[config.mk]
export PLATFORM = sky130hd
export DESIGN_NAME = mcu_watchdog_timer_flat
export DESIGN_NICKNAME = d
export VERILOG_FILES = /design/src/hw/rtl/mwdt_pkg.sv /design/src/hw/rtl/mwdt_item_if.sv /design/src/hw/rtl/mwdt_result_if.sv /design/src/hw/rtl/mcu_watchdog_timer.sv /design/src/hw/rtl/mwdt_regs.sv /design/src/hw/rtl/mwdt_core.sv /design/src/flat_wrapper.sv
export SDC_FILE = /design/constraint.sdc
export NUM_CORES = 1
export LEC_CHECK = 0
export BUFFER_PORTS_ARGS = -buffer_cell sky130_fd_sc_hd__buf_4
export CORE_ASPECT_RATIO = 1.5
export CORE_MARGIN = 8
export CORE_UTILIZATION = 54
export DETAILED_ROUTE_END_ITERATION = 8
export PLACE_DENSITY = 0.88
export SYNTH_ARGS = -nofsm -noshare
export SYNTH_HDL_FRONTEND = slang
export SYNTH_SLANG_ARGS = --single-unit
[constraint.sdc]
create_clock -name clk -period 5.6 [get_ports clk]
set_input_delay 1.12 -clock clk [delete_from_list [all_inputs] [get_ports clk]]
set_output_delay 1.12 -clock clk [all_outputs]
set_load 0.01 [all_outputs]
[src/hw/rtl/mwdt_pkg.sv]
`timescale 1ns / 1ps

package mwdt_pkg;

    localparam int APB_ADDR_W = 4;
    localparam int APB_DATA_W = 32;
    localparam int BASE_W     = 20;
    localparam int REM_W      = 43;
    localparam int PRE_W      = 5;
    localparam int POST_W     = 3;
    localparam int SHIFT_W    = 6;
    localparam int WIDE_W     = 58;

    localparam logic [BASE_W-1:0] BASE_RESET          = 20'd18000;
    localparam logic [PRE_W-1:0]  PRESCALE_BASE_EXP   = 5'd5;
    localparam logic [PRE_W-1:0]  PRESCALE_RESET_EXP  = 5'd0;
    localparam logic [POST_W-1:0] POSTSCALE_RESET_EXP = 3'd7;
    // The reset base of 18000 scaled by the reset postscale of 128.
    localparam logic [REM_W-1:0]  REM_RESET           = 43'd2304000;
    localparam logic [REM_W-1:0]  REM_MAX             = {REM_W{1'b1}};

    typedef enum logic [2:0] {
        ACT_TICK      = 3'd0,
        ACT_CLEAR     = 3'd1,
        ACT_SW_ENABLE = 3'd2,
        ACT_PRESCALE  = 3'd3,
        ACT_POSTSCALE = 3'd4,
        ACT_POR       = 3'd5,
        ACT_EXT_RESET = 3'd6
    } action_t;

    typedef enum logic [1:0] {
        EVT_NONE  = 2'd0,
        EVT_HALT  = 2'd1,
        EVT_WAKE  = 2'd2,
        EVT_RESET = 2'd3
    } evt_t;

    typedef enum logic [1:0] {
        REG_BASE     = 2'd0,
        REG_FUSE     = 2'd1,
        REG_USE_POST = 2'd2,
        REG_HALT     = 2'd3
    } reg_idx_t;

    typedef struct packed {
        logic [BASE_W-1:0] base_timeout_cycles;
        logic              fuse_enable;
        logic              use_timer0_postscale;
        logic              halt_on_expiry;
    } cfg_t;

    typedef struct packed {
        logic              base_wr;
        logic              fuse_wr;
        logic [BASE_W-1:0] base_data;
        logic              fuse_data;
    } cfg_wr_t;

    typedef struct packed {
        logic [2:0] action;
        logic [3:0] value;
        logic       cpu_sleeping;
        logic       wake_allowed;
    } item_t;

    typedef struct packed {
        evt_t expiry_event;
        logic clear_timeout_flag;
        logic running;
    } res_t;

    // Full watchdog period with saturation at the counter's range.
    function automatic logic [REM_W-1:0] period_f(
        input logic [BASE_W-1:0] base,
        input logic [PRE_W-1:0]  pre,
        input logic [POST_W-1:0] post,
        input logic              use_post
    );
        logic [SHIFT_W-1:0] sh;
        logic [WIDE_W-1:0]  wide;
        sh = {1'b0, pre} + (use_post ? {3'b000, post} : {SHIFT_W{1'b0}});
        wide = {{(WIDE_W-BASE_W){1'b0}}, base} << sh;
        if (|wide[WIDE_W-1:REM_W])
        begin
            return REM_MAX;
        end
        return wide[REM_W-1:0];
    endfunction

endpackage

[src/hw/rtl/mwdt_item_if.sv]
`timescale 1ns / 1ps

interface mwdt_item_if;
    logic       valid;
    logic       ready;
    logic [2:0] action;
    logic [3:0] value;
    logic       cpu_sleeping;
    logic       wake_allowed;

    modport source (
        output valid, action, value, cpu_sleeping, wake_allowed,
        input  ready
    );

    modport sink (
        input  valid, action, value, cpu_sleeping, wake_allowed,
        output ready
    );
endinterface

[src/hw/rtl/mwdt_result_if.sv]
`timescale 1ns / 1ps

interface mwdt_result_if;
    logic       valid;
    logic       ready;
    logic [1:0] expiry_event;
    logic       clear_timeout_flag;
    logic       running;

    modport source (
        output valid, expiry_event, clear_timeout_flag, running,
        input  ready
    );

    modport sink (
        input  valid, expiry_event, clear_timeout_flag, running,
        output ready
    );
endinterface

[src/hw/rtl/mcu_watchdog_timer.sv]
`timescale 1ns / 1ps
// Flow: an accepted request is held in the request register until the result register is free.
// Throughput: one request per cycle while the result output is not stalled; the counter
// update is a single pass from the request register to the result register.
// Reset: asynchronous and active low; registers take their documented reset values,
// the watchdog starts disabled and disarmed, and both pipeline stages are emptied.

module mcu_watchdog_timer (
    input  logic                              clk,
    input  logic                              rst_n,
    mwdt_item_if.sink                         item,
    mwdt_result_if.source                     result,
    input  logic                              psel,
    input  logic                              penable,
    input  logic                              pwrite,
    input  logic [mwdt_pkg::APB_ADDR_W-1:0]   paddr,
    input  logic [mwdt_pkg::APB_DATA_W-1:0]   pwdata,
    output logic [mwdt_pkg::APB_DATA_W-1:0]   prdata,
    output logic                              pready
);

    mwdt_pkg::cfg_t    cfg;
    mwdt_pkg::cfg_wr_t wr;
    mwdt_pkg::res_t    core_res;
    mwdt_pkg::item_t   s1_item_reg;
    mwdt_pkg::res_t    res_reg;
    logic              s1_valid_reg;
    logic              s1_valid_next;
    logic              res_valid_reg;
    logic              res_valid_next;
    logic              out_free;
    logic              step_fire;
    logic              accept;

    assign pready    = 1'b1;
    assign out_free  = !res_valid_reg || result.ready;
    assign step_fire = s1_valid_reg && out_free;
    assign item.ready = !s1_valid_reg || step_fire;
    assign accept    = item.valid && item.ready;

    mwdt_regs u_regs (
        .clk     (clk),
        .rst_n   (rst_n),
        .psel    (psel),
        .penable (penable),
        .pwrite  (pwrite),
        .paddr   (paddr),
        .pwdata  (pwdata),
        .prdata  (prdata),
        .cfg     (cfg),
        .wr      (wr)
    );

    mwdt_core u_core (
        .clk   (clk),
        .rst_n (rst_n),
        .cfg   (cfg),
        .wr    (wr),
        .fire  (step_fire),
        .itm   (s1_item_reg),
        .res   (core_res)
    );

    always_comb
    begin
        s1_valid_next = s1_valid_reg;
        if (accept)
        begin
            s1_valid_next = 1'b1;
        end
        else if (step_fire)
        begin
            s1_valid_next = 1'b0;
        end
        res_valid_next = res_valid_reg;
        if (step_fire)
        begin
            res_valid_next = 1'b1;
        end
        else if (result.ready)
        begin
            res_valid_next = 1'b0;
        end
    end

    always_ff @(posedge clk or negedge rst_n)
    begin
        if (!rst_n)
        begin
            s1_valid_reg  <= 1'b0;
            res_valid_reg <= 1'b0;
        end
        else
        begin
            s1_valid_reg  <= s1_valid_next;
            res_valid_reg <= res_valid_next;
        end
    end

    always_ff @(posedge clk)
    begin
        if (accept)
        begin
            s1_item_reg.action       <= item.action;
            s1_item_reg.value        <= item.value;
            s1_item_reg.cpu_sleeping <= item.cpu_sleeping;
            s1_item_reg.wake_allowed <= item.wake_allowed;
        end
        if (step_fire)
        begin
            res_reg <= core_res;
        end
    end

    assign result.valid              = res_valid_reg;
    assign result.expiry_event       = res_reg.expiry_event;
    assign result.clear_timeout_flag = res_reg.clear_timeout_flag;
    assign result.running            = res_reg.running;

    // A request is never taken while the request stage is full and stalled.
    assert property (@(posedge clk) disable iff (!rst_n)
        accept |-> (!s1_valid_reg || step_fire))
        else $error("request accepted into an occupied, stalled stage");

    // The timeout flag is cleared exactly on wake and reset expiries.
    assert property (@(posedge clk) disable iff (!rst_n)
        result.valid |-> (result.clear_timeout_flag ==
            ((result.expiry_event == mwdt_pkg::EVT_WAKE) ||
             (result.expiry_event == mwdt_pkg::EVT_RESET))))
        else $error("timeout flag does not match expiry kind");

    // Wake and reset expiries re-arm; a halt expiry leaves the counter stopped.
    assert property (@(posedge clk) disable iff (!rst_n)
        (result.valid && ((result.expiry_event == mwdt_pkg::EVT_WAKE) ||
                          (result.expiry_event == mwdt_pkg::EVT_RESET)))
        |-> result.running)
        else $error("counter not re-armed after wake or reset expiry");

    assert property (@(posedge clk) disable iff (!rst_n)
        (result.valid && (result.expiry_event == mwdt_pkg::EVT_HALT))
        |-> !result.running)
        else $error("counter still running after halt expiry");

endmodule

[src/hw/rtl/mwdt_regs.sv]
`timescale 1ns / 1ps

module mwdt_regs (
    input  logic                              clk,
    input  logic                              rst_n,
    input  logic                              psel,
    input  logic                              penable,
    input  logic                              pwrite,
    input  logic [mwdt_pkg::APB_ADDR_W-1:0]   paddr,
    input  logic [mwdt_pkg::APB_DATA_W-1:0]   pwdata,
    output logic [mwdt_pkg::APB_DATA_W-1:0]   prdata,
    output mwdt_pkg::cfg_t                    cfg,
    output mwdt_pkg::cfg_wr_t                 wr
);

    mwdt_pkg::cfg_t     cfg_reg;
    mwdt_pkg::cfg_t     cfg_next;
    mwdt_pkg::reg_idx_t idx;
    logic               wr_en;

    assign idx   = mwdt_pkg::reg_idx_t'(paddr[3:2]);
    assign wr_en = psel && penable && pwrite;

    always_comb
    begin
        cfg_next     = cfg_reg;
        wr           = '0;
        wr.base_data = pwdata[mwdt_pkg::BASE_W-1:0];
        wr.fuse_data = pwdata[0];
        if (wr_en)
        begin
            case (idx)
                mwdt_pkg::REG_BASE:
                begin
                    cfg_next.base_timeout_cycles = pwdata[mwdt_pkg::BASE_W-1:0];
                    wr.base_wr = 1'b1;
                end
                mwdt_pkg::REG_FUSE:
                begin
                    cfg_next.fuse_enable = pwdata[0];
                    wr.fuse_wr = 1'b1;
                end
                mwdt_pkg::REG_USE_POST:
                begin
                    cfg_next.use_timer0_postscale = pwdata[0];
                end
                mwdt_pkg::REG_HALT:
                begin
                    cfg_next.halt_on_expiry = pwdata[0];
                end
                default:
                begin
                    cfg_next = cfg_reg;
                end
            endcase
        end
    end

    always_ff @(posedge clk or negedge rst_n)
    begin
        if (!rst_n)
        begin
            cfg_reg.base_timeout_cycles  <= mwdt_pkg::BASE_RESET;
            cfg_reg.fuse_enable          <= 1'b0;
            cfg_reg.use_timer0_postscale <= 1'b1;
            cfg_reg.halt_on_expiry       <= 1'b0;
        end
        else
        begin
            cfg_reg <= cfg_next;
        end
    end

    always_comb
    begin
        prdata = '0;
        case (idx)
            mwdt_pkg::REG_BASE:
            begin
                prdata[mwdt_pkg::BASE_W-1:0] = cfg_reg.base_timeout_cycles;
            end
            mwdt_pkg::REG_FUSE:
            begin
                prdata[0] = cfg_reg.fuse_enable;
            end
            mwdt_pkg::REG_USE_POST:
            begin
                prdata[0] = cfg_reg.use_timer0_postscale;
            end
            mwdt_pkg::REG_HALT:
            begin
                prdata[0] = cfg_reg.halt_on_expiry;
            end
            default:
            begin
                prdata = '0;
            end
        endcase
    end

    assign cfg = cfg_reg;

endmodule

[src/hw/rtl/mwdt_core.sv]
`timescale 1ns / 1ps

module mwdt_core (
    input  logic              clk,
    input  logic              rst_n,
    input  mwdt_pkg::cfg_t    cfg,
    input  mwdt_pkg::cfg_wr_t wr,
    input  logic              fire,
    input  mwdt_pkg::item_t   itm,
    output mwdt_pkg::res_t    res
);

    logic                          enabled_reg;
    logic                          enabled_next;
    logic                          armed_reg;
    logic                          armed_next;
    logic [mwdt_pkg::REM_W-1:0]    remaining_reg;
    logic [mwdt_pkg::REM_W-1:0]    remaining_next;
    logic [mwdt_pkg::PRE_W-1:0]    pre_reg;
    logic [mwdt_pkg::PRE_W-1:0]    pre_next;
    logic [mwdt_pkg::POST_W-1:0]   post_reg;
    logic [mwdt_pkg::POST_W-1:0]   post_next;
    logic [mwdt_pkg::PRE_W-1:0]    pre_sel;
    logic [mwdt_pkg::BASE_W-1:0]   base_src;
    logic [mwdt_pkg::REM_W-1:0]    period;
    logic                          do_arm;
    mwdt_pkg::evt_t                evt;
    logic                          clr;

    assign pre_sel  = mwdt_pkg::PRESCALE_BASE_EXP + {1'b0, itm.value};
    assign base_src = wr.base_wr ? wr.base_data : cfg.base_timeout_cycles;
    assign period   = mwdt_pkg::period_f(base_src, pre_next, post_next,
                                         cfg.use_timer0_postscale);

    always_comb
    begin
        enabled_next   = enabled_reg;
        armed_next     = armed_reg;
        remaining_next = remaining_reg;
        pre_next       = pre_reg;
        post_next      = post_reg;
        do_arm         = 1'b0;
        evt            = mwdt_pkg::EVT_NONE;
        clr            = 1'b0;
        if (wr.base_wr)
        begin
            do_arm = 1'b1;
        end
        else if (wr.fuse_wr)
        begin
            enabled_next = wr.fuse_data;
            if (wr.fuse_data)
            begin
                do_arm = 1'b1;
            end
            else
            begin
                armed_next = 1'b0;
            end
        end
        else if (fire)
        begin
            case (mwdt_pkg::action_t'(itm.action))
                mwdt_pkg::ACT_TICK:
                begin
                    if (armed_reg)
                    begin
                        if (|remaining_reg[mwdt_pkg::REM_W-1:1])
                        begin
                            remaining_next = remaining_reg - 1'b1;
                        end
                        else if (!enabled_reg)
                        begin
                            armed_next = 1'b0;
                        end
                        else if (cfg.halt_on_expiry)
                        begin
                            armed_next = 1'b0;
                            evt        = mwdt_pkg::EVT_HALT;
                        end
                        else
                        begin
                            do_arm = 1'b1;
                            clr    = 1'b1;
                            evt    = (itm.cpu_sleeping && itm.wake_allowed) ?
                                     mwdt_pkg::EVT_WAKE : mwdt_pkg::EVT_RESET;
                        end
                    end
                end
                mwdt_pkg::ACT_CLEAR, mwdt_pkg::ACT_POR:
                begin
                    do_arm = 1'b1;
                end
                mwdt_pkg::ACT_SW_ENABLE:
                begin
                    if (!cfg.fuse_enable && (itm.value[0] != enabled_reg))
                    begin
                        enabled_next = itm.value[0];
                        if (itm.value[0])
                        begin
                            do_arm = 1'b1;
                        end
                        else
                        begin
                            armed_next = 1'b0;
                        end
                    end
                end
                mwdt_pkg::ACT_PRESCALE:
                begin
                    if (pre_sel != pre_reg)
                    begin
                        pre_next = pre_sel;
                        do_arm   = 1'b1;
                    end
                end
                mwdt_pkg::ACT_POSTSCALE:
                begin
                    if (itm.value[2:0] != post_reg)
                    begin
                        post_next = itm.value[2:0];
                        do_arm    = 1'b1;
                    end
                end
                mwdt_pkg::ACT_EXT_RESET:
                begin
                    armed_next = 1'b0;
                end
                default:
                begin
                    armed_next = armed_reg;
                end
            endcase
        end
        if (do_arm && enabled_next)
        begin
            armed_next     = 1'b1;
            remaining_next = period;
        end
    end

    always_ff @(posedge clk or negedge rst_n)
    begin
        if (!rst_n)
        begin
            enabled_reg   <= 1'b0;
            armed_reg     <= 1'b0;
            remaining_reg <= mwdt_pkg::REM_RESET;
            pre_reg       <= mwdt_pkg::PRESCALE_RESET_EXP;
            post_reg      <= mwdt_pkg::POSTSCALE_RESET_EXP;
        end
        else
        begin
            enabled_reg   <= enabled_next;
            armed_reg     <= armed_next;
            remaining_reg <= remaining_next;
            pre_reg       <= pre_next;
            post_reg      <= post_next;
        end
    end

    assign res.expiry_event       = evt;
    assign res.clear_timeout_flag = clr;
    assign res.running            = armed_next;

endmodule

[src/flat_wrapper.sv]
// flat-port wrapper written by rule: the top's interface ports become plain ports
module mcu_watchdog_timer_flat 
  (clk, rst_n, psel, penable, pwrite, paddr, pwdata, prdata, pready, item_valid, item_action, item_value, item_cpu_sleeping, item_wake_allowed, item_ready, result_valid, result_expiry_event, result_clear_timeout_flag, result_running, result_ready);
  mwdt_item_if item_i ();
  mwdt_result_if result_i ();
  input  logic clk;
  input  logic rst_n;
  input  logic psel;
  input  logic penable;
  input  logic pwrite;
  input  logic [mwdt_pkg::APB_ADDR_W-1:0] paddr;
  input  logic [mwdt_pkg::APB_DATA_W-1:0] pwdata;
  output logic [mwdt_pkg::APB_DATA_W-1:0] prdata;
  output logic pready;
  input wire logic [$bits(item_i.valid)-1:0] item_valid;
  input wire logic [$bits(item_i.action)-1:0] item_action;
  input wire logic [$bits(item_i.value)-1:0] item_value;
  input wire logic [$bits(item_i.cpu_sleeping)-1:0] item_cpu_sleeping;
  input wire logic [$bits(item_i.wake_allowed)-1:0] item_wake_allowed;
  output wire logic [$bits(item_i.ready)-1:0] item_ready;
  output wire logic [$bits(result_i.valid)-1:0] result_valid;
  output wire logic [$bits(result_i.expiry_event)-1:0] result_expiry_event;
  output wire logic [$bits(result_i.clear_timeout_flag)-1:0] result_clear_timeout_flag;
  output wire logic [$bits(result_i.running)-1:0] result_running;
  input wire logic [$bits(result_i.ready)-1:0] result_ready;
  assign item_i.valid = item_valid;
  assign item_i.action = item_action;
  assign item_i.value = item_value;
  assign item_i.cpu_sleeping = item_cpu_sleeping;
  assign item_i.wake_allowed = item_wake_allowed;
  assign item_ready = item_i.ready;
  assign result_valid = result_i.valid;
  assign result_expiry_event = result_i.expiry_event;
  assign result_clear_timeout_flag = result_i.clear_timeout_flag;
  assign result_running = result_i.running;
  assign result_i.ready = result_ready;
  mcu_watchdog_timer u_core (.clk(clk), .rst_n(rst_n), .item(item_i), .result(result_i), .psel(psel), .penable(penable), .pwrite(pwrite), .paddr(paddr), .pwdata(pwdata), .prdata(prdata), .pready(pready));
endmodule
### Word level (Yosys, flattened, before mapping)

Index checks and enable logic that the tools add are counted.

| storage, ports and cells | value |
|---|---|
| flip-flop bits (word level) | 91 |
| output and inout bits | 39 |
| word-level logic and storage cells | 132 |

| cells by class | value |
|---|---|
| $add $sub $neg | 3 |
| equal/unequal tests | 14 |
| shift operators | 1 |
| multiplexer cells | 61 |
| bitwise logic cells | 3 |
| reduce and logical (&&, ||, !) cells | 31 |

Operators by type and width:

| kind | count |
|---|---|
| $mux 43 | 9 |
| $shl 20x6->58 | 1 |
| $reduce_or 48->1 | 1 |
| $reduce_or 47->1 | 1 |
| $sub 43x1->43 const B | 1 |
| $reduce_or 42->1 | 1 |
| $mux 1 | 35 |
| $mux 5 | 5 |
| $mux 20 | 1 |
| $mux 19 | 1 |
| $mux 3 | 6 |
| $reduce_or 15->1 | 1 |
| $reduce_bool 2->1 | 6 |
| $eq 3x3->1 const B | 3 |
| $reduce_and 2->1 | 4 |
| $logic_and 1x1->1 | 7 |
| $add 5x3->6 | 1 |
| $eq 3x2->1 const B | 2 |
| $reduce_and 6->1 | 1 |
| $add 3x4->5 const A | 1 |
| $ne 5x5->1 | 1 |
| $pmux 1 s5 | 1 |
| $eq 2x2->1 const B | 2 |
| $ne 2x1->1 const B | 2 |
| 14 further kinds | 19 |

### Longest topological paths before layout

Gate-level depths: netlist (run 1).

| logic depth | value |
|---|---|
| depth after elaboration | 13 |
| mapped depth | 23 |
| gate-level depth less buffers | 21 |

### Hierarchy

From an unflattened synthesis (run 1), not the netlist that was laid out.

| second synthesis, totals | value |
|---|---|
| cells, all modules | 877 |
| area, all modules | 7810.0 um^2 |

Modules (own cells, without submodules):

| module | times used | cells each | area each (um^2) | sequential area each (um^2) |
|---|---|---|---|---|
| mwdt_core | 1 | 743 | 5926.9 | 1336.3 |
| mwdt_regs | 1 | 111 | 1377.6 | 583.1 |
| mcu_watchdog_timer | 1 | 23 | 505.5 | 440.4 |

### Least setup slack after synthesis (run 1)

Ideal clock, no wire load.

| timing path | value |
|---|---|
| path kind | input to register |
| start | input port psel |
| end | register u_core.u_core.remaining_reg[24] (netlist name) |
| data arrival time | 5874 ps |
| slack | -405 ps |
| stages | 21 |
| buffers on the path | 3 |
| path through | nand3_1 > clkbuf_1 > nor2_1 > nor2_1 > nand3_1 > mux2_2 > and2_1 > ha_1 > inv_1 > fa_1 > inv_1 > clkbuf_1 > nor2_2 > a22o_1 > a21oi_1 > o221ai_1 > or4_1 > or4_4 > o21ai_4 > buf_6 > a22oi_2 |

| between the ends | value |
|---|---|
| word-level cells in the longest chain between the ends | 12 |

Ends and longest elaborated chain:

| item | line | RTL |
|---|---|---|
| start, declared | flat_wrapper.sv:8 | `input logic psel;` |
| $logic_and 1x1->1 (*) (2 in series) | mwdt_regs.sv:22 | `assign wr_en = psel && penable && pwrite;` |
| $mux 2 (*) | mwdt_regs.sv:30 | `if (wr_en)` |
| $mux 3 | mwdt_core.sv:49 | `else if (wr.fuse_wr)` |
| $mux 3 (*) | mwdt_core.sv:45 | `if (wr.base_wr)` |
| net u_core.u_core.post_next, one bit | mwdt_core.sv:22 | `logic [mwdt_pkg::POST_W-1:0] post_next;` |
| $mux 3 (*) | mwdt_pkg.sv:82 | `sh = {1'b0, pre} + (use_post ? {3'b000, post} : {SHIFT_W{1'b0}});` |
| $add 5x3->6 (*) | mwdt_pkg.sv:82 |  |
| $shl 20x6->58 (*) | mwdt_pkg.sv:83 | `wide = {{(WIDE_W-BASE_W){1'b0}}, base} << sh;` |
| $reduce_or 15->1 | mwdt_pkg.sv:84 | `if (\|wide[WIDE_W-1:REM_W])` |
| $mux 1 | mwdt_pkg.sv:84 |  |
| $mux 43 (*) | mwdt_pkg.sv:88 | `return wide[REM_W-1:0];` |
| $mux 43 (*) | mwdt_core.sv:135 | `if (do_arm && enabled_next)` |
| end signal, assigned | mwdt_core.sv:148 | `remaining_reg <= mwdt_pkg::REM_RESET;` |
| end signal, assigned | mwdt_core.sv:156 | `remaining_reg <= remaining_next;` |
| end, declared | mwdt_core.sv:17 | `logic [mwdt_pkg::REM_W-1:0] remaining_reg;` |

Mark *: on every way through the listed nets, which the timed path passes. The rest lies on a longest branch.
A chain may end at the register's enable or synchronous reset.

### Worst setup path after layout (run 1)

| timing path | value |
|---|---|
| start | register u_core.s1_item_reg[2] (netlist name) |
| end | register u_core.u_core.remaining_reg[0] (netlist name) |

| between the ends | value |
|---|---|
| word-level cells in the longest chain between the ends | 13 |

Ends and longest elaborated chain:

| item | line | RTL |
|---|---|---|
| start, declared | mcu_watchdog_timer.sv:25 | `mwdt_pkg::item_t s1_item_reg;` |
| $add 3x4->5 (*) | mwdt_core.sv:30 | `assign pre_sel = mwdt_pkg::PRESCALE_BASE_EXP + {1'b0, itm.value};` |
| $ne 5x5->1 | mwdt_core.sv:111 | `if (pre_sel != pre_reg)` |
| $mux 5 (*) | mwdt_core.sv:111 |  |
| $mux 5 (*) | mwdt_core.sv:63 | `case (mwdt_pkg::action_t'(itm.action))` |
| $mux 5 (*) | mwdt_core.sv:61 | `else if (fire)` |
| $mux 5 (*) | mwdt_core.sv:49 |  |
| $mux 5 (*) | mwdt_core.sv:45 |  |
| net u_core.u_core.pre_next, one bit | mwdt_core.sv:20 | `logic [mwdt_pkg::PRE_W-1:0] pre_next;` |
| $add 5x3->6 (*) | mwdt_pkg.sv:82 |  |
| $shl 20x6->58 (*) | mwdt_pkg.sv:83 |  |
| $reduce_or 15->1 | mwdt_pkg.sv:84 |  |
| $mux 1 | mwdt_pkg.sv:84 |  |
| $mux 43 (*) | mwdt_pkg.sv:88 |  |
| $mux 43 (*) | mwdt_core.sv:135 |  |

Marked as above.

==> metrics.md, run 1 <==
| Metric | Value |
|---|---|
| Status | finished clean |
| Finished Layout Cells | about 1100 |
| Vias | ~7000 |
| Final Hold Viols | 0 |
| Slew HR | 0.3302 |
| GRT Overall Usage | 0.2389 |
| Post-synth top flop | dfrtp_1 |
| Arr. time, crit path | 5810 ps |
| Crit path to | u_core.u_core.remaining_reg[0] |
| 1st-iter DRT viols | 640 |
| Root buffer cell | clkbuf_16 |
| Cell Rows | 52 |
| Min-Delay Path Class | register to register |
| Critical path class | register to register |
| WHS | roughly 560 ps |
| Max_cap viols | 0 |
| Clock sinks | 91 |
| N_diodes | 0 |
| Routed Antenna Nets | 0 |
| Crit path max fanout | 9 |
| Top cells by area, synth | dfrtp_1 22%, edfxtp_1 5.4%, dfstp_2 5.1% |
| Die width | around 110 um |
| Static Leakage | approximately 0.0037 uW |
| Post-Route WL | 22680 um |
| Fin crit share | 0.9971 |
| Reg-to-Reg Start | u_core.s1_item_reg[2] |
| CP required | just under 6000 ps |
| Worst-skew pair later-pin latency | approximately 360 ps |
| Share of the synthesized area in the top cell type | 0.2208 |
| Placed cell count | around 1100 |
| Initial Util | 0.5439 |
| P per Cell Area | between 500 and 600 nW/um^2 |
| Pin count of the biggest net entering global routing | just under 80 |
| Synth warn | 0 |
| Worst setup startpoint | u_core.s1_item_reg[2] |
| Fin crit period | approximately 5600 ps |
| Endpoint class of the critical path | register |
| Number of synthesized flops with an enable pin | 13 |
| Library cells used by synthesis | 77 |
| CTS buffer count | 9 |
| Num ports | 91 |
| Hpwl dp | roughly 16000 um |
| Core ar. | around 13000 um^2 |
| Worst Skew | 11.83 ps |
| PortBufs | 63 |
| CTS H-Tree Depth | 3 |
| Vias in the first global route | 6923 |
| Vias per inst | around 6.4 |
| R2r setup slk | roughly 16 ps |
| Max reg flops | 43 |
| Fillers | around 960 |
| Pins Over Slew Limit | 0 |
| Post-Syn Instances | between 700 and 800 |
| Layout cells sized above 1 | 0.3423 |
| Mapped cell area | about 7300 um^2 |
| Nets | between 900 and 1000 |
| Placer congestion estimate | 0.9717 |
| Clock tree from TritonCTS | yes |
| Antenna violations before repair | 0 |
| Synth Area per Inst | approximately 9.2 um^2 |
| Async set-or-reset flop fraction in the synthesized netlist | 0.8571 |
| Remaining DRCs | 0 |
| CP startpoint kind | register |
| Synth Register Bits | 91 |
| R2R depth | 24 |
| Final setup viols | 0 |
| Fmax | roughly 180 MHz |
| GRT overflow | 0 |
| Clock Path Buffers | 2 |
| Leading area contributor after synthesis | dfrtp_1 |
| Top cells by count, synth | 68 x nor2_1, 64 x dfrtp_1, 64 x nand2_1, 41 x a21oi_1, 35 x xnor2_1 |
| Clock transition at path regs | 70 ps |
| DR WL/cell | 20.79 um |
| First-pass GRT wire length | approximately 34000 um |
| FF-to-FF End | u_core.u_core.remaining_reg[0] |
| Most frequent cell after synthesis | nor2_1 |
| Die Y | between 150 and 200 um |
| Area delta synth->final | 23.68% |
| Die area | 17480 um^2 |
| Drt pass-1 iters | 6 |
| Worst Tran Pin Value | approximately 1000 ps |
| Peak supply drop | slightly below 0.4 mV |
| Sequential area share after synthesis | 0.3253 |
==> worst min path at each step <==
| stage | startpoint | endpoint | slack, ps | depth (start not counted) |
|---|---|---|---|---|
| final | u_core.u_core.armed_reg | u_core.u_core.armed_reg | 560 | 2 |
| after global routing | u_core.u_core.armed_reg | u_core.u_core.armed_reg | 570 | 2 |
| after CTS | u_core.u_core.armed_reg | u_core.u_core.armed_reg | 550 | 2 |
| after detailed placement | u_core.u_core.armed_reg | u_core.u_core.armed_reg | 480 | 2 |
| after global placement | u_core.u_core.armed_reg | u_core.u_core.armed_reg | 490 | 2 |
| after floorplan | u_core.u_core.armed_reg | u_core.u_core.armed_reg | 450 | 2 |
==> stage by stage <==
stage | area (um^2) | setup TNS [ps] | util | total power, uW | setup WS (ps)
after floorplan | 7341 | 0 | - | 3054 | 35.03
after global placement | 8402 | -847.7 | 0.6299 | 4062 | -60.25
after detailed placement | 8402 | -3548 | 0.6299 | 4123 | -136.6
after CTS | 8703 | 0 | 0.6525 | 4774 | 81.36
after global routing | 8972 | -2386 | 0.6727 | 5343 | -134.9
final | 8972 | 0 | 0.6727 | 5091 | 16.49
==> final cells by class <==
cell class,count,area (um^2),area share
clock buffer,9,225.2,0.02510
inverter,13,48.80,0.005439
timing repair buffer,172,1389,0.1548
sequential,91,2360,0.2630
clock inverter,7,76.32,0.008506
tap,162,202.7,0.02259
multi-input combinational,637,4671,0.5206
==> worst max-delay path, cell delays in order (launching register included) <==
cell	delay, ps
edfxtp_1	460
ha_2	250
o21a_2	230
xor2_1	150
nor4_1	360
a21boi_1	170
nand2_2	140
nand2_1	80
o21ai_2	90
ha_4	170
inv_1	50
fa_1	380
nor2b_1	140
o22ai_1	110
a211oi_2	270
buf_4	190
xnor2_4	180
a2111o_1	170
o211ai_1	170
or4_1	530
or4_4	520
o21ai_4	230
buf_12	140
clkbuf_8	180
a22oi_2	60
==> layout by cell type, fill, tap and decap left out, drive strengths merged, types with 4 or more instances in the layout <==
cell type	Yosys	layout
o221ai	7	7
nand4	8	8
mux4	16	16
ha	5	5
and2	25	25
or4	6	6
o22ai	13	13
inv	13	15
a221oi	4	4
a31oi	4	4
clkbuf	21	11
xor2	19	19
dfstp	14	14
or2	8	8
a32oi	4	4
a21oi	51	51
conb	2	13
nand2	64	64
a211oi	12	12
a22oi	40	40
or3	10	10
o21ai	35	35
dfrtp	64	64
nor2	71	71
o21a	8	8
nand3	23	23
edfxtp	13	13
mux2	29	29
xnor2	35	35
buf	37	170
nand2b	20	20
mux2i	25	25
nor3	29	29
nor4	10	10
==> cells by family after synthesis <==
family                   count (synthesis)  synth area share
flip-flops                              91            0.3253
XOR/XNOR                                54           0.06519
adder cells (fa/ha/maj)                  6           0.01138
buffers and inverters                   71           0.05416
multiplexers                            70            0.1357
AND/OR/NAND/NOR                        293            0.2054
other                                    2          0.001035
AO/OA/AOI/OAI                          201            0.2018
==> per-layer routing <==
layer | GRT usage | part of all wire | wire length [um]
met5 | 0 | 0 | 0
met4 | 0.1537 | 0.054 | 1236
met3 | 0.03754 | 0.060 | 1367
met2 | 0.4419 | 0.53 | 11910
met1 | 0.2457 | 0.36 | 8160
==> timing repair <==
item                                    in CTS  in global routing
hold buffers                                 0                  0
hold endpoints to repair                     0                  0
gates resized for setup                      0                 24
setup buffers                                0                 19
endpoints found under the setup margin       0                 43
==> where the power goes <==
| group | switching, uW | leakage [uW] | internal [uW] |
|---|---|---|---|
| registers | 229 | 0.00104 | 929 |
| logic | 1750 | 0.00251 | 1550 |
| clock network | 287 | 0.000148 | 350 |
No activity file was read; power rests on OpenSTA's default activity.
==> inputs of run 2 (changes only) <==
Settings changed: CELL_PAD_IN_SITES_DETAIL_PLACEMENT from default to 2, CELL_PAD_IN_SITES_GLOBAL_PLACEMENT from default to 2, CORE_UTILIZATION 54 to 33, PLACE_DENSITY 0.88 to 0.87.
==> run 2 against run 1 <==
- the flow now finishes with violations (setup timing)
- fmax is 10% lower
- clock-buffer cell count is 3 higher
- setup slack worse by 620 ps
- design area is 13% higher
- die area is 55% higher
- first-iteration DRC count is 47% higher
- combinational power is 58% higher
- total power is 41% higher
- critical path depth is 1 higher
- via count is 29% higher
- critical path type unchanged
- highest routed layer unchanged
==> metrics.md, run 2 (synthesis results as in run 1) <==
| Metric | Value |
|---|---|
| Die area | 27080 um^2 (+55%) |
| Flop pwr share | 0.178 (-0.049) |
| Vias per inst | 7.224 (+12%) |
| Fin crit period | 6207 ps (+623.4 ps) |
| Fillers | 2250 (+130%) |
| Final Hold Viols | 0 (unchanged) |
| Clock tree from TritonCTS | yes |
| N_diodes | 0 (unchanged) |
| Status | finished, violations left |
| 1st-iter DRT viols | 938 (+47%) |
| Area of the multi-input gates | 5161 um^2 (+11%) |
| Antenna violations before repair | 0 (unchanged) |
| Crit path top cell by count | buf_4 |
| Pin count of the biggest net entering global routing | 50 (-37%) |
| Die width | 137.1 um (+24%) |
| Slew HR | 0.1475 (-0.1827) |
| Sw Ratio | 0.5279 (+0.08350) |
| Drt pass-1 iters | 5 (-1) |
| Min-Delay Path Class | register to register |
| Setup TNS | -18740 ps (-18740 ps) |
| Final setup viols | 43 (+43) |
| CTS buffer count | 9 (unchanged) |
| Slowest cell on crit path | or4_1 |
| PortBufs | 63 (unchanged) |
| Commonest non-fill, non-tap cell in the layout | buf_4 |
| Reg-to-Reg Start | u_core.s1_item_reg[2] |
| Most frequent cells in the layout | 188 x buf_4, 64 x nor2_1, 64 x dfrtp_1, 56 x nand2_1, 36 x a21oi_1 |
| Crit path max fanout | 7 (-2) |
| R2R depth | 25 (+4.2%) |
| Seq. cell area | 2360 um^2 (unchanged) |
| Root buffer cell | clkbuf_16 |
| Num ports | 91 (unchanged) |
| Vias in the first global route | 9381 (+36%) |
| Hpwl dp | 24130 um (+50%) |
| Worst Tran Pin Value | 1279 ps (+274.0 ps) |
| Worst-skew pair later-pin latency | 390 ps (+30 ps) |
| Clock power frac | 0.096 (-0.029) |
| DR WL/cell | 42.11 um (+100%) |
| RSZ-0062 raised after global routing | true |
| Endpoint class of the critical path | register |
| Post-Route WL | 52770 um (+130%) |
| Clock Path Buffers | 2 (unchanged) |
| Start point of the worst hold path | u_core.u_core.armed_reg |
| Max reg flops | 43 (unchanged) |
| Initial Util | 0.3353 (-0.2086) |
| Nets | 1034 (+5.3%) |
| Area delta synth->final | 40.22% |
| Layout cells sized above 1 | 0.4251 (+0.08277) |
| Remaining DRCs | 0 (unchanged) |
| Clock sinks | 91 (unchanged) |
| GRT overflow | 0 (unchanged) |
| Static Leakage | 0.004123 uW (+12%) |
| Pins Over Slew Limit | 0 (unchanged) |
| Final std cell area, no fill | 10170 um^2 (+13%) |
| Fmax | 161.1 MHz (-10%) |
| P per Cell Area | 705.4 nW/um^2 (+24%) |
| Cell count of the worst hold path | 2 (unchanged) |
| Peak supply drop | 0.3157 mV (-21%) |
| Routed Antenna Nets | 0 (unchanged) |
| GRT Overall Usage | 0.3436 (+0.1048) |
| Core ar. | 21640 um^2 (+62%) |
| Cell Rows | 66 (+27%) |
| R2r setup slk | -610 ps (-620 ps) |
| Placer congestion estimate | 0.9208 (-5.2%) |
| Vias | 9052 (+29%) |
| CP required | 5800 ps (-30 ps) |
| Critical path class | register to register |
| CP startpoint kind | register |
| Gate power share | 0.726 (+0.079) |
| Die Y | 197.6 um (+25%) |
| Clock transition at path regs | 90 ps (+20 ps) |
| CTS H-Tree Depth | 3 (unchanged) |
| Arr. time, crit path | 6400 ps (+590 ps) |
| WHS | 568.8 ps (+11.92 ps) |
| First-pass GRT wire length | 67140 um (+96%) |
| Switching Power | 3788 uW (+67%) |
| Max stage delay on crit path | 550 ps (+20 ps) |
| Worst Skew | 26.41 ps (+14.57 ps) |
| Failing checks | setup timing |
| FF-to-FF End | u_core.u_core.remaining_reg[42] |
| Fin crit share | 1.108 (+0.1113) |
| Hold-fix buffers, CTS | 0 (unchanged) |
| Crit path setup slack, layout | -606.9 ps (-623.4 ps) |
| Max_cap viols | 0 (unchanged) |
| Hold EP | u_core.u_core.armed_reg |
| Cell Int Power | 3387 uW (+20%) |
| Placed Area | 8680 um^2 (+3.3%) |
| Finished Core Util | 0.4702 (-0.2025) |
==> run 2: cell type report <==
class,count,share of cell area
multi-input combinational,637,0.5074
sequential,91,0.2320
tap,272,0.03346
clock buffer,12,0.02325
inverter,13,0.004797
clock inverter,4,0.004920
timing repair buffer,224,0.1942
==> run 2: per-stage QoR <==
step | setup WS [ps] | cells | power (uW)
final | -606.9 | 1253 | 7175
after global routing | -595.5 | 1253 | 7177
after CTS | 3.435 | 1225 | 5863
after detailed placement | -490.8 | 1186 | 4526
after global placement | -218.2 | 1186 | 4253
after floorplan | 35.03 | 799 | 3054
==> run 2: worst max-delay path by stage <==
stage,slack (ps),depth (start not counted),startpoint,to
after CTS,3,24,u_core.s1_item_reg[2],u_core.u_core.remaining_reg[35]
after detailed placement,-490,24,u_core.s1_item_reg[2],u_core.u_core.remaining_reg[24]
final,-610,25,u_core.s1_item_reg[2],u_core.u_core.remaining_reg[42]
after global routing,-600,25,u_core.s1_item_reg[2],u_core.u_core.remaining_reg[42]
after floorplan,40,22,pwrite,u_core.u_core.remaining_reg[24]
after global placement,-220,19,result_ready,u_core.u_core.remaining_reg[22]
==> run 2: timing repair <==
action                     CTS  global route
buffers inserted            20            25
resized for setup           84            61
pin swaps                   20            43
setup endpoints to repair   43            43
cloned                       3             3
==> run 2: per-layer routing <==
layer | track usage | up-vias | wire length (um)
li1 | - | 3262 | -
met1 | 0.3543 | 4555 | 17690
met2 | 0.5881 | 849 | 24860
met3 | 0.08427 | 386 | 4873
met4 | 0.2557 | 0 | 5341
met5 | 0 | - | 0
==> run 2: worst max-delay path: cells and delay by family, from the launching register on <==
family | cells | cell delay (ps)
and+or+nand+nor | 7 | 1950
AOI/OAI and AO/OA | 5 | 1080
buffers and inverters | 8 | 1060
adders and majority gates | 2 | 700
DFF | 1 | 520
xor gates and xnor gates | 2 | 360
muxes | 1 | 330
==> run 2: power groups by stage <==
stage / clock network, uW / logic [uW] / registers (uW)
finish: 687 / 5210 / 1280
global route: 692 / 5210 / 1280
CTS: 655 / 4010 / 1200
detailed placement: 0 / 3350 / 1180
global placement: 0 / 3110 / 1140
floorplan: 0 / 1950 / 1100
==> inputs of run 3 (changes only) <==
Settings changed: SKIP_LAST_GASP from default to 1.
==> run 3 against run 2 <==
- the run still ends with setup timing left
- sequential power about the same
- clock-buffer cell count unchanged
- utilization down 0.069 points
- sequential cell count unchanged
- critical endpoint unchanged
- largest cell class unchanged
==> metrics.md, run 3 (synthesis results as in run 1) <==
| Metric | Value |
|---|---|
| Vias | 8986 (-0.73%) |
| CTS H-Tree Depth | 3 (unchanged) |
| Setup TNS | -20280 ps (-1534 ps) |
| Nets | 1034 (unchanged) |
| Die area | 27080 um^2 (unchanged) |
| Endpoint class of the critical path | register |
| Area delta synth->final | 40.01% |
| Die width | 137.1 um (unchanged) |
| Clock sinks | 91 (unchanged) |
| Fmax | 160.7 MHz (-0.24%) |
| Root buffer cell | clkbuf_16 |
| Worst-skew pair later-pin latency | 380 ps (about the same) |
| Hpwl dp | 24130 um (unchanged) |
| GRT overflow | 0 (unchanged) |
| Flop pwr share | 0.176 (-0.002) |
| Max reg flops | 43 (unchanged) |
| Worst Skew | 22.57 ps (-3.838 ps) |
| Peak supply drop | 0.2755 mV (-13%) |
| Slowest cell on crit path | or4_1 |
| Hold-fix buffers, CTS | 0 (unchanged) |
| Sw Ratio | 0.5304 (+0.002495) |
| Met2 Track Usage GR | 0.5881 (unchanged) |
| Cell Int Power | 3383 uW (-0.12%) |
| Die Y | 197.6 um (unchanged) |
| Status | finished, violations left |
| Critical path class | register to register |
| Switching Power | 3822 uW (+0.88%) |
| Antenna violations before repair | 3 (+3) |
| Final Hold Viols | 0 (unchanged) |
| WHS | 591.6 ps (+22.82 ps) |
| Crit path setup slack, layout | -621.7 ps (-14.79 ps) |
| Crit path top cell by count | buf_6 |
| Min-Delay Path Class | register to register |
| Cell Rows | 66 (unchanged) |
| Final std cell area, no fill | 10160 um^2 (-0.15%) |
| Placer congestion estimate | 0.9208 (unchanged) |
| GRT Overall Usage | 0.3436 (unchanged) |
| CTS buffer count | 9 (unchanged) |
| Max stage delay on crit path | 600 ps (+50 ps) |
| CP startpoint kind | register |
| Clock tree from TritonCTS | yes |
| Fin crit share | 1.111 (+0.002642) |
| Arr. time, crit path | 6430 ps (+30 ps) |
| CP required | 5810 ps (about the same) |
| Num ports | 91 (unchanged) |
| Most frequent cells in the layout | 188 x buf_4, 64 x nor2_1, 64 x dfrtp_1, 56 x nand2_1, 36 x a21oi_1 |
| Drt pass-1 iters | 5 (unchanged) |
| Initial Util | 0.3353 (unchanged) |
| Static Leakage | 0.004122 uW (about the same) |
| Slew HR | 0.1701 (+0.02255) |
| Post-Route WL | 52520 um (-0.47%) |
| Fin crit period | 6222 ps (+14.79 ps) |
| Remaining DRCs | 0 (unchanged) |
| Clock Path Buffers | 2 (unchanged) |
| Vias in the first global route | 9381 (unchanged) |
| Gate power share | 0.729 (+0.003) |
| P per Cell Area | 709.3 nW/um^2 (+0.56%) |
| Max_cap viols | 0 (unchanged) |
| Worst Tran Pin Value | 1245 ps (-33.82 ps) |
| Vias per inst | 7.166 (-0.81%) |
| M3 GR Usage | 0.08427 (unchanged) |
| Pins Over Slew Limit | 0 (unchanged) |
| Core ar. | 21640 um^2 (unchanged) |
| Most Crowded Layer GR | met2 |
| Final setup viols | 43 (unchanged) |
| RSZ-0062 raised after global routing | true |
| PortBufs | 63 (unchanged) |
| GRT met1 Usage | 0.3543 (unchanged) |
| Placed Area | 8680 um^2 (unchanged) |
| Clock transition at path regs | 90 ps (about the same) |
| Layout cells sized above 1 | 0.4220 (-0.003058) |
| Commonest non-fill, non-tap cell in the layout | buf_4 |
| 1st-iter DRT viols | 1106 (+18%) |
| DR WL/cell | 41.88 um (-0.55%) |
| Pin count of the biggest net entering global routing | 50 (unchanged) |
| First-pass GRT wire length | 67140 um (unchanged) |
| Failing checks | setup timing |
| Clock power frac | 0.095 (about the same) |
| Routed Antenna Nets | 0 (unchanged) |
| Crit path max fanout | 6 (-1) |
[run 3: cell count changes in the layout (fill, tap and decap cells not counted)]
| cell | before | now |
|---|---|---|
| a22oi_1 | 14 | 16 |
| a22oi_2 | 26 | 24 |
| a32oi_1 | 3 | 4 |
| a32oi_2 | 1 | 0 |
| diode_2 | 0 | 1 |
[run 3: final cells by class]
class / count / area (um^2)
Antenna cell: 1 / 2.502
Clock buffer: 12 / 236.5
Clock inverter: 4 / 50.05
Fill cell: 2259 / 11480
Inverter: 13 / 48.80
Multi-Input combinational cell: 637 / 5144
Sequential cell: 91 / 2360
Tap cell: 272 / 340.3
Timing Repair Buffer: 224 / 1976
[run 3: path summary, 6_finish.rpt]
kind                                        from                         endpoint  slack [ps]  depth (start not counted)
max                        u_core.s1_item_reg[2]  u_core.u_core.remaining_reg[42]        -620                         25
min                         u_core.u_regs.cfg[8]             u_core.u_regs.cfg[8]         590                          1
min reg2reg                 u_core.u_regs.cfg[8]             u_core.u_regs.cfg[8]         590                          1
min in group asynchronous                  rst_n         u_core.u_core.pre_reg[0]         670                          1
max in group asynchronous                  rst_n  u_core.u_core.remaining_reg[41]        3810                          2
max reg2reg                u_core.s1_item_reg[2]  u_core.u_core.remaining_reg[42]        -620                         25
[run 3: repair_timing]
item | CTS | global route
setup buffers | 20 | 25
gates cloned | 3 | 3
setup endpoints to repair | 43 | 43
pin swaps | 20 | 43
resized for setup | 84 | 58
[run 3: power by group through the flow]
stage	Sequential (uW)	Combinational (uW)	Clock (uW)
CTS	1200	4010	655
floorplan	1100	1950	0
detailed placement	1180	3350	0
global placement	1140	3110	0
finish	1270	5250	683
global route	1270	5270	700
[run 3: metrics by stage]
stage	total power, uW	std cells	worst slack, ps	util
6_report	7205	1254	-621.7	0.4695
5_1_grt	7237	1253	-659.8	0.4694
4_1_cts	5863	1225	3.435	0.4435
3_5_place_dp	4526	1186	-490.8	0.4012
3_3_place_gp	4253	1186	-218.2	0.4012
2_1_floorplan	3054	799	35.03	-
[run 3: critical path: cells and delay by family, from the launching register on]
kind                     cells  cell delay [ps]
AND/OR/NAND/NOR              7             1970
XOR/XNOR                     3              600
AO/OA/AOI/OAI                5             1080
buffers and inverters        7             1020
flip-flops                   1              510
multiplexers                 1              190
adder cells (fa/ha/maj)      2              660
[run 3: layer usage]
| metal | routed length (um) | vias up |
|---|---|---|
| li1 | - | 3257 |
| met1 | 17130 | 4429 |
| met2 | 24300 | 902 |
| met3 | 5660 | 392 |
| met4 | 5392 | 6 |
| met5 | 44 | - |
